## src/rtl/rns_ram.sv

```systemverilog
// rns_ram: generic single write port, single read port ram
// read data is registered; contents are undefined until written
// no dependencies
module rns_ram #(
    parameter int WIDTH = 32,
    parameter int DEPTH = 64
) (
    input  logic                     clk,
    input  logic                     we,
    input  logic [$clog2(DEPTH)-1:0] waddr,
    input  logic [WIDTH-1:0]         wdata,
    input  logic [$clog2(DEPTH)-1:0] raddr,
    output logic [WIDTH-1:0]         rdata
);

    logic [WIDTH-1:0] mem [DEPTH];
    logic [WIDTH-1:0] rdata_reg;

    always_ff @(posedge clk)
    begin
        if (we)
        begin
            mem[waddr] <= wdata;
        end
        rdata_reg <= mem[raddr];
    end

    assign rdata = rdata_reg;

endmodule

```

## config.mk

```make
export PLATFORM = sky130hd
export DESIGN_NAME = rns_ram
export DESIGN_NICKNAME = d
export VERILOG_FILES = /design/src/rtl/rns_ram.sv
export SDC_FILE = /design/constraint.sdc
export NUM_CORES = 2
export LEC_CHECK = 0
export BUFFER_PORTS_ARGS = -buffer_cell sky130_fd_sc_hd__clkbuf_2
export CORE_MARGIN = 2
export CORE_UTILIZATION = 58
export DETAILED_ROUTE_END_ITERATION = 7
export PLACE_DENSITY = 0.74
export SYNTH_ARGS = -nofsm -noshare
export SYNTH_HDL_FRONTEND = slang
export SYNTH_SLANG_ARGS = --single-unit
```

## constraint.sdc

```tcl
create_clock -name clk -period 4.16 [get_ports clk]
set_input_delay 0.624 -clock clk [delete_from_list [all_inputs] [get_ports clk]]
set_output_delay 0.624 -clock clk [all_outputs]
set_load 0.01 [all_outputs]
```

==> reports/qor.txt <==
GRT Total Usage - 30.0%
f_max - 349 MHz
CP max stage cell - a21oi_1
CTS clock-pin slew for the worst setup and hold paths - 0.06 ns
Initial Util - 58.2%
largest delay contributor family on the critical path - buffers and inverters
# DRC - 0
Area Growth Syn to Fin - 13.2%
worst reg2reg endpoint - rdata[26]
final clock skew - 0.0401 ns
Synthesized Nets - 3370
Hold Path End - mem[44][0]
Setup Slack @ Placement - 0.459 ns
Worst Setup Path Type - input pin to flop
TritonCTS Sinks - 2080
Worst R2R Path Depth - 5
PD cells - 486 nW/um^2
Post-Route WL - 204000 um
Seq cells post-synth - 2080
Final Max Slew Viols - 0
largest net degree at the start of global routing - 70
PnR worst setup slack - 1.30 ns
post-CTS resize count - 0
Hold-fix buffers, CTS - 0
Iteration-0 DRC Markers - 6220
vias - 38400
CP cell instances - buf_8, buf_12, buf_4, buf_4, mux4_2, mux2i_1, a21oi_1, a21oi_1, nor2_1
register area - 62100 um^2
Synth top cells by count - edfxtp_1, mux4_2, nor2_1, mux2i_1, o22ai_1
die width - 372 um
Final HPWL DP - 116000 um
later-pin clock latency in the skew report - 0.84 ns
P_sw - 9.22 mW
CTS Buf Count - 194
fin crit share - 68.8%
Min Clock Period, post-route - 2.86 ns
final setup TNS - 0 ns
Comb power frac - 5.1%
initial antenna violation count - 8
Rows - 135
Synth top area share - 78.3%
Mapped Cells - 3324
GPL Wtd Cong - 0.869
Clock Power Share - 40.9%
Core ar. - 135000 um^2
max reg flops - 2048
Crit Path Max Fanout - 43
register share of total power - 54.1%
setup bufs post-CTS - 0
VDD IR-drop max - 0.426 mV
RSZ-0062 raised after global routing - false
port buffer count - 77
number of flops mapped to enable cells by yosys - 2048
hold path depth - 1
Internal - 33.9 mW
worst path arrival time - 3.55 ns
routed vias/inst - 6.91
footprint of the multi-input gates - 16000 um^2
worst stage delay on the critical path - 0.58 ns
crit end category - flop
critical path launch point type - input pin
Critical path buffers and inverters - 4
Initial DRT Pass Iterations - 6
I/O Pins - 78
share of layout cells above drive strength 1 - 30.5%
CTS tree - done
grt ovf - 0
worst slew pin tran - 1.34 ns
R2R Setup Slk - 1.94 ns
vias in the first global route - 38800
outcome - finished clean
most area-consuming cells after synthesis - edfxtp_1, mux4_2, mux2i_1
Die Y - 372 um
most instantiated library cell after synthesis - edfxtp_1
syn avg cell area - 23.6 um^2
sequential fraction of the synthesis area - 79.1%
Die ar. - 138000 um^2
hold path start - wdata[0]
CTS Buffer Depth - 3
worst endpoint required time - 4.85 ns
CTS root buf - clkbuf_16
synthesized cell area - 78500 um^2
crit path from - raddr[0]
global-route wire length before repair - 287000 um
P_leak - 27.8 nW
Switching Share - 21.4%
ys flop type - edfxtp_1
Yosys cell types - 34
setup violators final - 0
Worst slew margin - 10.4%
Final #Nets - 3652
asr flop ratio synth - 0%
yosys warns - 0
cell taking the most area after synthesis - edfxtp_1
antenna viol nets, final - 0
WL/cell - 36.8 um
H-tree Lvls - 4
Max-Cap Viols - 0
number of fillers in the final layout - 7987
Hold Vio Cnt, Final - 0
reg-to-reg startpoint - mem[7][26]
number of cells on the critical path - 9
Hold WC Path Type - input pin to flop
==> power groups by stage <==
stage | clock (mW) | sequential, mW | combinational [mW]
floorplan | 0 | 23.7 | 1.13
global placement | 0 | 23.8 | 2.09
detailed placement | 0 | 23.8 | 2.15
CTS | 17.8 | 23.3 | 2.17
global route | 18.6 | 23.3 | 2.27
finish | 17.6 | 23.3 | 2.18
==> metal layers <==
metal,GRT usage (%),wire [um],part of all wire [%],up-vias
met2,48.0,100000,49,2781
met5,0,47,0.023,-
met1,40.9,70700,35,20300
li1,-,-,-,14800
met4,11.9,8700,4.3,8
met3,6.63,24600,12,461
==> final cells by class <==
| type | instances | share of cell area (%) |
|---|---|---|
| tap | 1781 | 2.51 |
| clock buffer | 233 | 5.68 |
| timing repair buffer | 268 | 2.46 |
| multi-input combinational | 1062 | 18.0 |
| clock inverter | 130 | 1.44 |
| antenna | 1 | 0.00282 |
| sequential | 2080 | 69.9 |
==> cell usage in the layout (no fill, tap or decap), drive strengths merged, types with 7 or more instances in the layout <==
master  count
edfxtp   2048
mux4      544
clkbuf    306
buf       195
nor2      137
clkinv     97
mux2i      93
o22ai      84
a21oi      62
dfxtp      32
o221ai     27
nand2      26
bufinv     20
nor2b      15
a22oi      12
nand2b      8
a311oi      8
inv         8
nor3        7
==> stage by stage <==
stage / instances / utilization [%] / total power, mW / hold slack (ns) / cell area (um^2)
after global routing: 5554 / 65.8 / 44.1 / 0.0551 / 88900
final: 5555 / 65.8 / 43.2 / 0.0873 / 88900
after CTS: 5554 / 65.8 / 43.3 / 0.0687 / 88900
after floorplan: 3324 / - / 24.8 / 0.663 / 78500
after global placement: 5191 / 61.1 / 25.8 / 0.752 / 82500
after detailed placement: 5191 / 61.1 / 25.9 / 0.745 / 82500
==> worst max path at each step <==
stage / to / slack [ns]
global placement: rdata[12] / 0.43
CTS: rdata[12] / 1.33
global route: rdata[11] / 1.16
floorplan: mem[48][0] / 0.38
detailed placement: rdata[12] / 0.46
finish: rdata[12] / 1.30
==> logic make-up (layout without fill, tap and decap cells) <==
family / Yosys count / after routing / synth area share [%]
other: 0 / 1 / 0
buffers and inverters: 182 / 631 / 1.13
AOI/OAI and AO/OA: 202 / 202 / 1.67
DFF: 2080 / 2080 / 79.1
and+or+nand+nor: 223 / 223 / 1.27
muxes: 637 / 637 / 16.8
(Power assumes the default switching activity.)
